==> src/sv/bsr_pkg.sv <==
`timescale 1ns / 1ps
// ----------------------------------------------------------------------------
// bsr_pkg
// Shared types, widths and codes for the bpsk sync word phase resolver.
// ----------------------------------------------------------------------------
package bsr_pkg;

    localparam int MAX_SYNC_BITS_DEF = 64;

    localparam int SAMPLE_W   = 8;
    localparam int CORR_OUT_W = 8;
    localparam int LEN_W      = 7;
    localparam int CMP_W      = 9;
    localparam int CFG_ADDR_W = 2;
    localparam int CFG_DATA_W = 64;
    localparam int TAP_W      = 2;

    // register indexes on the configuration port
    localparam logic [CFG_ADDR_W-1:0] CFG_SYNC_PATTERN  = 2'd0;
    localparam logic [CFG_ADDR_W-1:0] CFG_SYNC_LENGTH   = 2'd1;
    localparam logic [CFG_ADDR_W-1:0] CFG_TOLERANCE     = 2'd2;
    localparam logic [CFG_ADDR_W-1:0] CFG_SEARCH_LOCKED = 2'd3;

    // ternary window tap codes
    localparam logic [TAP_W-1:0] TAP_ERASE = 2'b00;
    localparam logic [TAP_W-1:0] TAP_PLUS  = 2'b01;
    localparam logic [TAP_W-1:0] TAP_MINUS = 2'b11;

    typedef enum logic [1:0] {
        PH_UNKNOWN = 2'd0,
        PH_ZERO    = 2'd1,
        PH_180     = 2'd2
    } t_phase;

    typedef enum logic [1:0] {
        DET_NONE = 2'd0,
        DET_ZERO = 2'd1,
        DET_180  = 2'd2
    } t_detect;

endpackage

==> src/sv/bsr_corr.sv <==
`timescale 1ns / 1ps
// ----------------------------------------------------------------------------
// bsr_corr
// Correlates the ternary sample window with the sync word through a
// balanced adder tree. Tap 0 is the newest sample and meets pattern bit 0.
// ----------------------------------------------------------------------------
module bsr_corr #(
    parameter int MAX_BITS = bsr_pkg::MAX_SYNC_BITS_DEF,
    parameter int NW       = $clog2(MAX_BITS + 1),
    parameter int CORR_W   = $clog2(MAX_BITS + 1) + 1
) (
    input  logic [MAX_BITS-1:0][bsr_pkg::TAP_W-1:0] i_taps,
    input  logic [MAX_BITS-1:0]                     i_pattern,
    input  logic [NW-1:0]                           i_len,
    output logic signed [CORR_W-1:0]                o_corr
);

    localparam int LEVELS = $clog2(MAX_BITS);
    localparam int LEAVES = 2 ** LEVELS;
    localparam int NODES  = 2 * LEAVES - 1;

    logic signed [CORR_W-1:0] w_node [NODES];

    genvar g;
    generate
        for (g = 0; g < LEAVES; g++) begin : g_leaf
            if (g < MAX_BITS) begin : g_used
                logic signed [bsr_pkg::TAP_W-1:0] w_tap;
                logic signed [CORR_W-1:0]         w_ext;
                assign w_tap = i_taps[g];
                assign w_ext = CORR_W'(w_tap);
                // bits past the length in use do not count
                assign w_node[LEAVES-1+g] = (i_len > NW'(g)) ?
                    (i_pattern[g] ? w_ext : -w_ext) : '0;
            end else begin : g_pad
                assign w_node[LEAVES-1+g] = '0;
            end
        end
        for (g = 0; g < LEAVES - 1; g++) begin : g_add
            assign w_node[g] = w_node[2*g+1] + w_node[2*g+2];
        end
    endgenerate

    assign o_corr = w_node[0];

endmodule

==> src/sv/bpsk_sync_word_phase_resolver.sv <==
`timescale 1ns / 1ps
// ----------------------------------------------------------------------------
// bpsk_sync_word_phase_resolver
// Hard-bit sync word correlator that resolves the bpsk phase ambiguity.
//
// Input channel: i_valid / o_stall carry one hard-bit sample per transfer.
// Output channel: o_valid / i_stall carry one result per input sample: the
// phase-corrected sample, the phase status, a detection code and the
// window correlation.
// Configuration: i_cfg_wr_en writes i_cfg_wdata to register i_cfg_addr
// (0 sync pattern, 1 sync length, 2 tolerance, 3 search lock); write only
// while no sample is in flight.
// o_valid rises once the sample has passed the input register and the
// result register. One sample per cycle is sustained while the receiver
// does not stall: an input register feeds the window shift, the adder tree
// and the phase decision, whose outputs land in the result register.
// Reset clears the window to erasures, the phase to unknown, the fill
// count to zero and the registers to pattern 0, length 64, tolerance 0,
// unlocked. When the receiver stalls, the result register holds; o_stall
// follows i_stall in the same cycle once both registers hold a sample, and
// an empty input register still takes one more sample first.
// ----------------------------------------------------------------------------
module bpsk_sync_word_phase_resolver #(
    parameter int MAX_SYNC_BITS = bsr_pkg::MAX_SYNC_BITS_DEF
) (
    input  logic                                   i_clk,
    input  logic                                   i_rst_n,
    input  logic                                   i_valid,
    output logic                                   o_stall,
    input  logic signed [bsr_pkg::SAMPLE_W-1:0]    i_sample,
    output logic                                   o_valid,
    input  logic                                   i_stall,
    output logic signed [bsr_pkg::SAMPLE_W-1:0]    o_out_sample,
    output logic [1:0]                             o_phase_status,
    output logic [1:0]                             o_detected,
    output logic signed [bsr_pkg::CORR_OUT_W-1:0]  o_correlation,
    input  logic                                   i_cfg_wr_en,
    input  logic [bsr_pkg::CFG_ADDR_W-1:0]         i_cfg_addr,
    input  logic [bsr_pkg::CFG_DATA_W-1:0]         i_cfg_wdata
);

    localparam int NW     = $clog2(MAX_SYNC_BITS + 1);
    localparam int CORR_W = $clog2(MAX_SYNC_BITS + 1) + 1;
    localparam int CMP_W  = bsr_pkg::CMP_W;
    localparam int LEN_W  = bsr_pkg::LEN_W;
    localparam int SW     = bsr_pkg::SAMPLE_W;

    // configuration registers
    logic [bsr_pkg::CFG_DATA_W-1:0] r_sync_pattern;
    logic [LEN_W-1:0]               r_sync_length;
    logic [LEN_W-1:0]               r_tolerance;
    logic                           r_search_locked;

    // input stage
    logic                 r_a_valid;
    logic signed [SW-1:0] r_a_sample;

    // block state
    logic [MAX_SYNC_BITS-1:0][bsr_pkg::TAP_W-1:0] r_window;
    logic [NW-1:0]                                r_fill;
    bsr_pkg::t_phase                              r_phase;

    // result stage
    logic                           r_b_valid;
    logic signed [SW-1:0]           r_out_sample;
    bsr_pkg::t_phase                r_phase_st;
    bsr_pkg::t_detect               r_det;
    logic signed [CORR_W-1:0]       r_corr;

    logic                                         w_move;
    logic [bsr_pkg::TAP_W-1:0]                    w_tap;
    logic [MAX_SYNC_BITS-1:0][bsr_pkg::TAP_W-1:0] n_window;
    logic [NW-1:0]                                n_fill;
    logic [NW-1:0]                                w_len;
    logic signed [CORR_W-1:0]                     w_corr;
    logic signed [CMP_W-1:0]                      w_corr_x;
    logic signed [CMP_W-1:0]                      w_len_x;
    logic signed [CMP_W-1:0]                      w_lo;
    logic                                         w_hit0;
    logic                                         w_hit180;
    bsr_pkg::t_phase                              n_phase;
    bsr_pkg::t_detect                             n_det;
    logic signed [SW-1:0]                         n_out_sample;

    // input stage hands over when the result register is free or draining
    assign w_move  = r_a_valid && (!r_b_valid || !i_stall);
    assign o_stall = r_a_valid && !w_move;

    always_comb begin
        if (r_a_sample == SW'(0)) begin
            w_tap = bsr_pkg::TAP_MINUS;
        end else if (r_a_sample == SW'(1)) begin
            w_tap = bsr_pkg::TAP_PLUS;
        end else begin
            w_tap = bsr_pkg::TAP_ERASE;
        end
    end

    assign n_window = {r_window[MAX_SYNC_BITS-2:0], w_tap};
    assign n_fill   = (r_fill == NW'(MAX_SYNC_BITS)) ? r_fill : r_fill + NW'(1);

    // length zero acts as one, long lengths clamp to the window size
    always_comb begin
        if (r_sync_length == '0) begin
            w_len = NW'(1);
        end else if (r_sync_length > LEN_W'(MAX_SYNC_BITS)) begin
            w_len = NW'(MAX_SYNC_BITS);
        end else begin
            w_len = NW'(r_sync_length);
        end
    end

    bsr_corr #(
        .MAX_BITS (MAX_SYNC_BITS),
        .NW       (NW),
        .CORR_W   (CORR_W)
    ) u_corr (
        .i_taps    (n_window),
        .i_pattern (r_sync_pattern[MAX_SYNC_BITS-1:0]),
        .i_len     (w_len),
        .o_corr    (w_corr)
    );

    assign w_corr_x = CMP_W'(w_corr);
    assign w_len_x  = signed'(CMP_W'(w_len));
    assign w_lo     = w_len_x - signed'(CMP_W'(r_tolerance));
    assign w_hit0   = (w_corr_x >= w_lo) && (w_corr_x <= w_len_x);
    assign w_hit180 = (-w_corr_x >= w_lo) && (-w_corr_x <= w_len_x);

    always_comb begin
        n_phase = r_phase;
        n_det   = bsr_pkg::DET_NONE;
        if (!r_search_locked && (n_fill >= w_len)) begin
            if (w_hit0) begin
                n_phase = bsr_pkg::PH_ZERO;
                n_det   = bsr_pkg::DET_ZERO;
            end else if (w_hit180) begin
                n_phase = bsr_pkg::PH_180;
                n_det   = bsr_pkg::DET_180;
            end
        end
    end

    always_comb begin
        case (n_phase)
            bsr_pkg::PH_ZERO: n_out_sample = {{(SW-1){1'b0}}, ~r_a_sample[0]};
            bsr_pkg::PH_180:  n_out_sample = r_a_sample;
            default:          n_out_sample = '0;
        endcase
    end

    always_ff @(posedge i_clk) begin
        if (!i_rst_n) begin
            r_sync_pattern  <= '0;
            r_sync_length   <= LEN_W'(64);
            r_tolerance     <= '0;
            r_search_locked <= 1'b0;
        end else if (i_cfg_wr_en) begin
            case (i_cfg_addr)
                bsr_pkg::CFG_SYNC_PATTERN:  r_sync_pattern  <= i_cfg_wdata;
                bsr_pkg::CFG_SYNC_LENGTH:   r_sync_length   <= i_cfg_wdata[LEN_W-1:0];
                bsr_pkg::CFG_TOLERANCE:     r_tolerance     <= i_cfg_wdata[LEN_W-1:0];
                bsr_pkg::CFG_SEARCH_LOCKED: r_search_locked <= i_cfg_wdata[0];
                default: ;
            endcase
        end
    end

    always_ff @(posedge i_clk) begin
        if (!i_rst_n) begin
            r_a_valid <= 1'b0;
        end else if (!o_stall) begin
            r_a_valid <= i_valid;
        end
    end

    always_ff @(posedge i_clk) begin
        if (i_valid && !o_stall) begin
            r_a_sample <= i_sample;
        end
    end

    always_ff @(posedge i_clk) begin
        if (!i_rst_n) begin
            r_window <= '0;
            r_fill   <= '0;
            r_phase  <= bsr_pkg::PH_UNKNOWN;
        end else if (w_move) begin
            r_window <= n_window;
            r_fill   <= n_fill;
            r_phase  <= n_phase;
        end
    end

    always_ff @(posedge i_clk) begin
        if (!i_rst_n) begin
            r_b_valid <= 1'b0;
        end else if (w_move) begin
            r_b_valid <= 1'b1;
        end else if (!i_stall) begin
            r_b_valid <= 1'b0;
        end
    end

    always_ff @(posedge i_clk) begin
        if (w_move) begin
            r_out_sample <= n_out_sample;
            r_phase_st   <= n_phase;
            r_det        <= n_det;
            r_corr       <= w_corr;
        end
    end

    assign o_valid        = r_b_valid;
    assign o_out_sample   = r_out_sample;
    assign o_phase_status = r_phase_st;
    assign o_detected     = r_det;
    assign o_correlation  = bsr_pkg::CORR_OUT_W'(r_corr);

    // a detection always agrees with the phase it reports
    a_det_phase: assert property (@(posedge i_clk) disable iff (!i_rst_n)
        (r_b_valid && r_det == bsr_pkg::DET_ZERO) |-> (r_phase_st == bsr_pkg::PH_ZERO))
        else $error("detect at 0 degrees without phase 0");

    a_det_180: assert property (@(posedge i_clk) disable iff (!i_rst_n)
        (r_b_valid && r_det == bsr_pkg::DET_180) |-> (r_phase_st == bsr_pkg::PH_180))
        else $error("detect at 180 degrees without phase 180");

    // locked search reports no detection
    a_locked: assert property (@(posedge i_clk) disable iff (!i_rst_n)
        (w_move && r_search_locked) |=> (r_det == bsr_pkg::DET_NONE))
        else $error("detection while search locked");

    // once resolved, the phase never falls back to unknown
    a_phase_sticky: assert property (@(posedge i_clk) disable iff (!i_rst_n)
        (r_phase != bsr_pkg::PH_UNKNOWN) |=> (r_phase != bsr_pkg::PH_UNKNOWN))
        else $error("phase returned to unknown");

    a_fill_sat: assert property (@(posedge i_clk) disable iff (!i_rst_n)
        r_fill <= NW'(MAX_SYNC_BITS))
        else $error("fill count past window size");

endmodule

==> config.mk <==
export PLATFORM = sky130hd
export DESIGN_NAME = bpsk_sync_word_phase_resolver
export DESIGN_NICKNAME = d
export VERILOG_FILES = /design/src/sv/bsr_pkg.sv /design/src/sv/bsr_corr.sv /design/src/sv/bpsk_sync_word_phase_resolver.sv
export SDC_FILE = /design/constraint.sdc
export NUM_CORES = 1
export LEC_CHECK = 0
export BUFFER_PORTS_ARGS = -buffer_cell sky130_fd_sc_hd__buf_2
export CAP_MARGIN = 20
export CORE_MARGIN = 4
export CORE_UTILIZATION = 65
export DETAILED_ROUTE_END_ITERATION = 10
export GPL_TIMING_DRIVEN = 0
export MAX_ROUTING_LAYER = met4
export PLACE_DENSITY = 0.81
export SETUP_SLACK_MARGIN = 0.15
export SYNTH_ARGS = -nofsm -noshare
export SYNTH_HDL_FRONTEND = slang
export SYNTH_SLANG_ARGS = --single-unit
==> constraint.sdc <==
create_clock -name i_clk -period 28.1 [get_ports i_clk]
set_input_delay 0 -clock i_clk [delete_from_list [all_inputs] [get_ports i_clk]]
set_output_delay 0 -clock i_clk [all_outputs]
set_load 0.01 [all_outputs]
==> reports/results.env <==
YOSYS_REGISTER_BITS=244
PRE_ANTENNA_DRT_ITERS=8
VIA_PER_INST=5.501
CRITPATHCAPTURETYPE='flip-flop'
SYNTH-ASYNC-RESET-RATIO_PCT=0
FIRST_ITER_VIOLATIONS=1318
FLOORPLAN.IO_PINS=101
DIE_H_UM=195.7
WORST_CLOCK_SKEW_NS=0.03190
POWER.STATIC_LEAKAGE_nW=11.28
YS_TYPES=58
SYNTH-EDFF-COUNT=28
SYN_TO_FINAL_GROWTH_PCT=12.19
WL_PER_CELL_UM=19.17
DPL.HPWL_UM=52840
POWER.NET_SWITCHING_mW=0.2021
SYNTH.YOSYS.SEQ_AREA_SHARE_PCT=22.55
POWER_FRAC_SEQ_PCT=45.0
FIN_HOLD_WS_NS=0.1583
CRIT_PATH_START_KIND='flip-flop'
SLOWEST_STAGE_CELL_CP='o21ai_0'
START_UTIL_PCT=66.15
WORST-PATH-BUF-INV=9
FINAL_CELL_MIX='572 x nand2_1, 506 x inv_1, 298 x fa_1'
GLOBALROUTEMET1UTIL_PCT=46.28
SHARE_OF_POWER_BURNED_IN_COMBINATIONAL_LOGIC_PCT=10.0
FINALCRITPERIODSHARE_PCT=45.97
DRV.MAX_CAP_VIOLATION_COUNT=0
RSZ_0062_RAISED_AFTER_GLOBAL_ROUTING='no'
NUMBER_OF_CTS_INSERTED_BUFFERS=26
DRT-TOTAL-WL_UM=64400
POST_SYN_NETS=3207
SYN_AREA_PER_CELL_UM2=8.556
NUMPORTBUFFERS=99
NUMCLOCKSINKS=244
YS_DOMINANT_REG_CELL='dfxtp_1'
GLOBALROUTE.BUSIESTLAYER='met2'
POWER.SWITCHING_FRACTION_PCT=25.08
FLOORPLAN.DIE.WIDTH_UM=195.7
CPLARGESTDELAYFAMILY='adder cells'
CRITICALPATHCATEGORY='reg -> reg'
CRITICAL_PATH.MAX_STAGE_DELAY_NS=0.71
PLACE_CONGESTION=1.024
GRT_ANTENNA_BEFORE_REPAIR=0
MAXCLOCKFREQUENCY_MHz=77.42
WORSTMARGINPINSLEW_NS=1.287
USE_MET2_PCT=57.63
NUM_VIAS=18480
MAPPEDNETLISTAREA_UM2=22910
GLOBALROUTEOVERFLOWTOTAL=0
TIMING.SLEW.HEADROOM_PCT=14.21
LAYOUT.CELLS.NON_FILLER=3360
DESIGN.FINAL.NETS=3415
CLK_PIN_SLEW_WORST_PATHS_NS=0.06
CLOCK_TREE_FROM_TRITONCTS='built'
GRT_PASS1_WL_UM=103200
DIODE_COUNT=0
CTS_SETUP_BUFFERS=0
SITE_ROW_COUNT=68
WORST_HOLD_PATH_TYPE='in -> reg'
FINAL_HOLD_VIOL_COUNT=0
WORSTPATHMAXFANOUT=10
OUTCOME='completed'
CLOCK_TREE.HTREE_LEVEL_COUNT=1
FLOORPLAN.CORE_AREA_UM2=34630
CP_DATA_REQUIRED_TIME_NS=28.40
CLOCKROOTBUFFER='clkbuf_16'
GLOBALROUTETOTALUTIL_PCT=35.32
NUMBER_OF_CELLS_TRAVERSED_BY_THE_WORST_HOLD_PATH=2
DRIVE_ABOVE_1_SHARE_PCT=5.955
POWER.DENSITY_nW_PER_UM2=31.36
CLKLATENCYLATEPIN_NS=0.57
GRT_PASS1_VIAS=19230
VDD_DROP_MAX_V=0.00004710
YS.WARNINGS.COUNT=0
FINAL_UTIL_PCT=74.21
FINALSETUPTNS_NS=0
PATH_DEPTH=39
SYN-INSTANCE-COUNT=2677
PERIOD_MINUS_SLACK_NS=12.92
CLOCK_TREE.BUFFER_DEPTH=3
INTERNAL-POWER_mW=0.6038
SETUP_VIOL=0
GRT.MET3_USAGE_PCT=5.255
R2R.WORST_PATH.CELLS=39
CLOCK_POWER_SHARE_PCT=44.9
LAYOUT_COMMONEST_CELL='nand2_1'
CELL_MODE_ON_CRITICAL_PATH='fa_1'
PLACED_CELLS=3233
DRT.ANTENNA.VIOLATING_NETS=0
DESIGN.DIE.AREA_UM2=38310
DRC=0
FINAL-MAX-SLEW-VIOLATION-COUNT=0
MAXIMUM_NUMBER_OF_PINS_ON_ONE_NET_BEFORE_GLOBAL_ROUTE_REPAIR=30
WORSTPATHARRIVAL_NS=13.22
-- final timing paths --
path | startpoint | to | slack, ns
setup / recovery | r_sync_length[6]$_SDFFE_PN1P_ | o_out_sample[0]$_DFFE_PP_ | 15.18
hold / removal | i_sample[2] | r_a_sample[2]$_DFFE_PP_ | 0.16
setup reg to reg | r_sync_length[6]$_SDFFE_PN1P_ | o_out_sample[0]$_DFFE_PP_ | 15.18
hold reg to reg | n_window[71]$_SDFFE_PN0P_ | n_window[71]$_SDFFE_PN0P_ | 0.49
-- timing repair --
| item | in CTS | in global routing |
|---|---|---|
| hold endpoints to repair | 97 | 0 |
| hold buffers | 78 | 0 |
| gates resized for setup | 0 | 0 |
-- Yosys cell counts (6+ instances only) --
cell | count | area share (%)
nor2_1 | 76 | 1.2
a21oi_1 | 47 | 1.0
a22oi_1 | 6 | 0.20
and2_1 | 48 | 1.3
ha_1 | 153 | 8.4
nor3_1 | 9 | 0.20
fa_1 | 298 | 26
o21ai_0 | 123 | 2.7
inv_1 | 506 | 8.3
dfxtp_1 | 216 | 19
nand2b_1 | 26 | 0.71
a31oi_1 | 9 | 0.25
xnor2_1 | 83 | 3.2
a21boi_0 | 200 | 6.6
mux2_2 | 6 | 0.29
edfxtp_1 | 28 | 3.7
mux2i_1 | 24 | 1.0
nor2b_1 | 34 | 0.93
clkbuf_1 | 82 | 1.3
xor2_1 | 19 | 0.73
a21o_1 | 23 | 0.75
nand2_1 | 572 | 9.4
nand3_1 | 14 | 0.31
o21a_1 | 11 | 0.36
or2_2 | 8 | 0.22
-- worst reg2reg max path, delay by kind of cell (launching register included) --
family          cells  cell delay, ns
fa+ha+maj          12            6.01
simple gates        6            1.24
compound gates      9            2.66
flops               1            0.33
buf+inv             9            1.38
xor+xnor            2            0.79
mux                 1            0.26
-- logic make-up (layout without fill, tap and decap cells) --
logic type	Yosys count	count (layout)	synth area share [%]
simple gates	807	807	14.92
buf+inv	598	826	9.821
fa+ha+maj	451	451	34.40
compound gates	441	441	12.69
flops	244	244	22.55
xor+xnor	105	105	4.201
mux	31	31	1.409
-- power by group through the flow --
stage,clock (mW),combinational (mW),sequential (mW)
after global placement,0,0.0671,0.370
after floorplan,0,0.0410,0.370
final,0.362,0.0808,0.363
after global routing,0.379,0.0871,0.363
after CTS,0.364,0.0785,0.363
after detailed placement,0,0.0696,0.370
-- sequential cells by signal (all words and copies together) (netlist names) --
register	flops
o_out_sample	8
o_correlation	8
r_phase	2
r_a_valid	1
n_window	126
r_a_sample	8
o_phase_status	2
r_fill	7
r_tolerance	7
r_sync_length	7
o_detected	2
r_sync_pattern	64
o_valid	1
r_search_locked	1
-- cell type report --
class / count / area [um2]
fillers: 2503 / 8930
plain buffers: 91 / 347.8
clock buffers: 36 / 749.5
well taps: 455 / 569.3
repair buffers: 180 / 1334
multi-input cells: 1835 / 15490
inverters: 507 / 1903
flip-flops and latches: 244 / 5165
clock inverters: 12 / 138.9
-- metrics by stage --
stage / setup WS [ns] / cell area, um2 / power [mW]
3_3_place_gp: 15.60 / 23970 / 0.4372
2_1_floorplan: 17.66 / 22910 / 0.4107
3_5_place_dp: 15.52 / 24010 / 0.4400
4_1_cts: 15.45 / 25680 / 0.8054
6_report: 15.18 / 25700 / 0.8059
5_1_grt: 14.78 / 25700 / 0.8297
-- routing by layer --
metal  vias up  wire length [um]
li1       8672                 -
met1      9066             26870
met2       627             30640
met3       119              4451
met4         0              2439
met5         -                 0
Power figures use the tool's default switching activity.
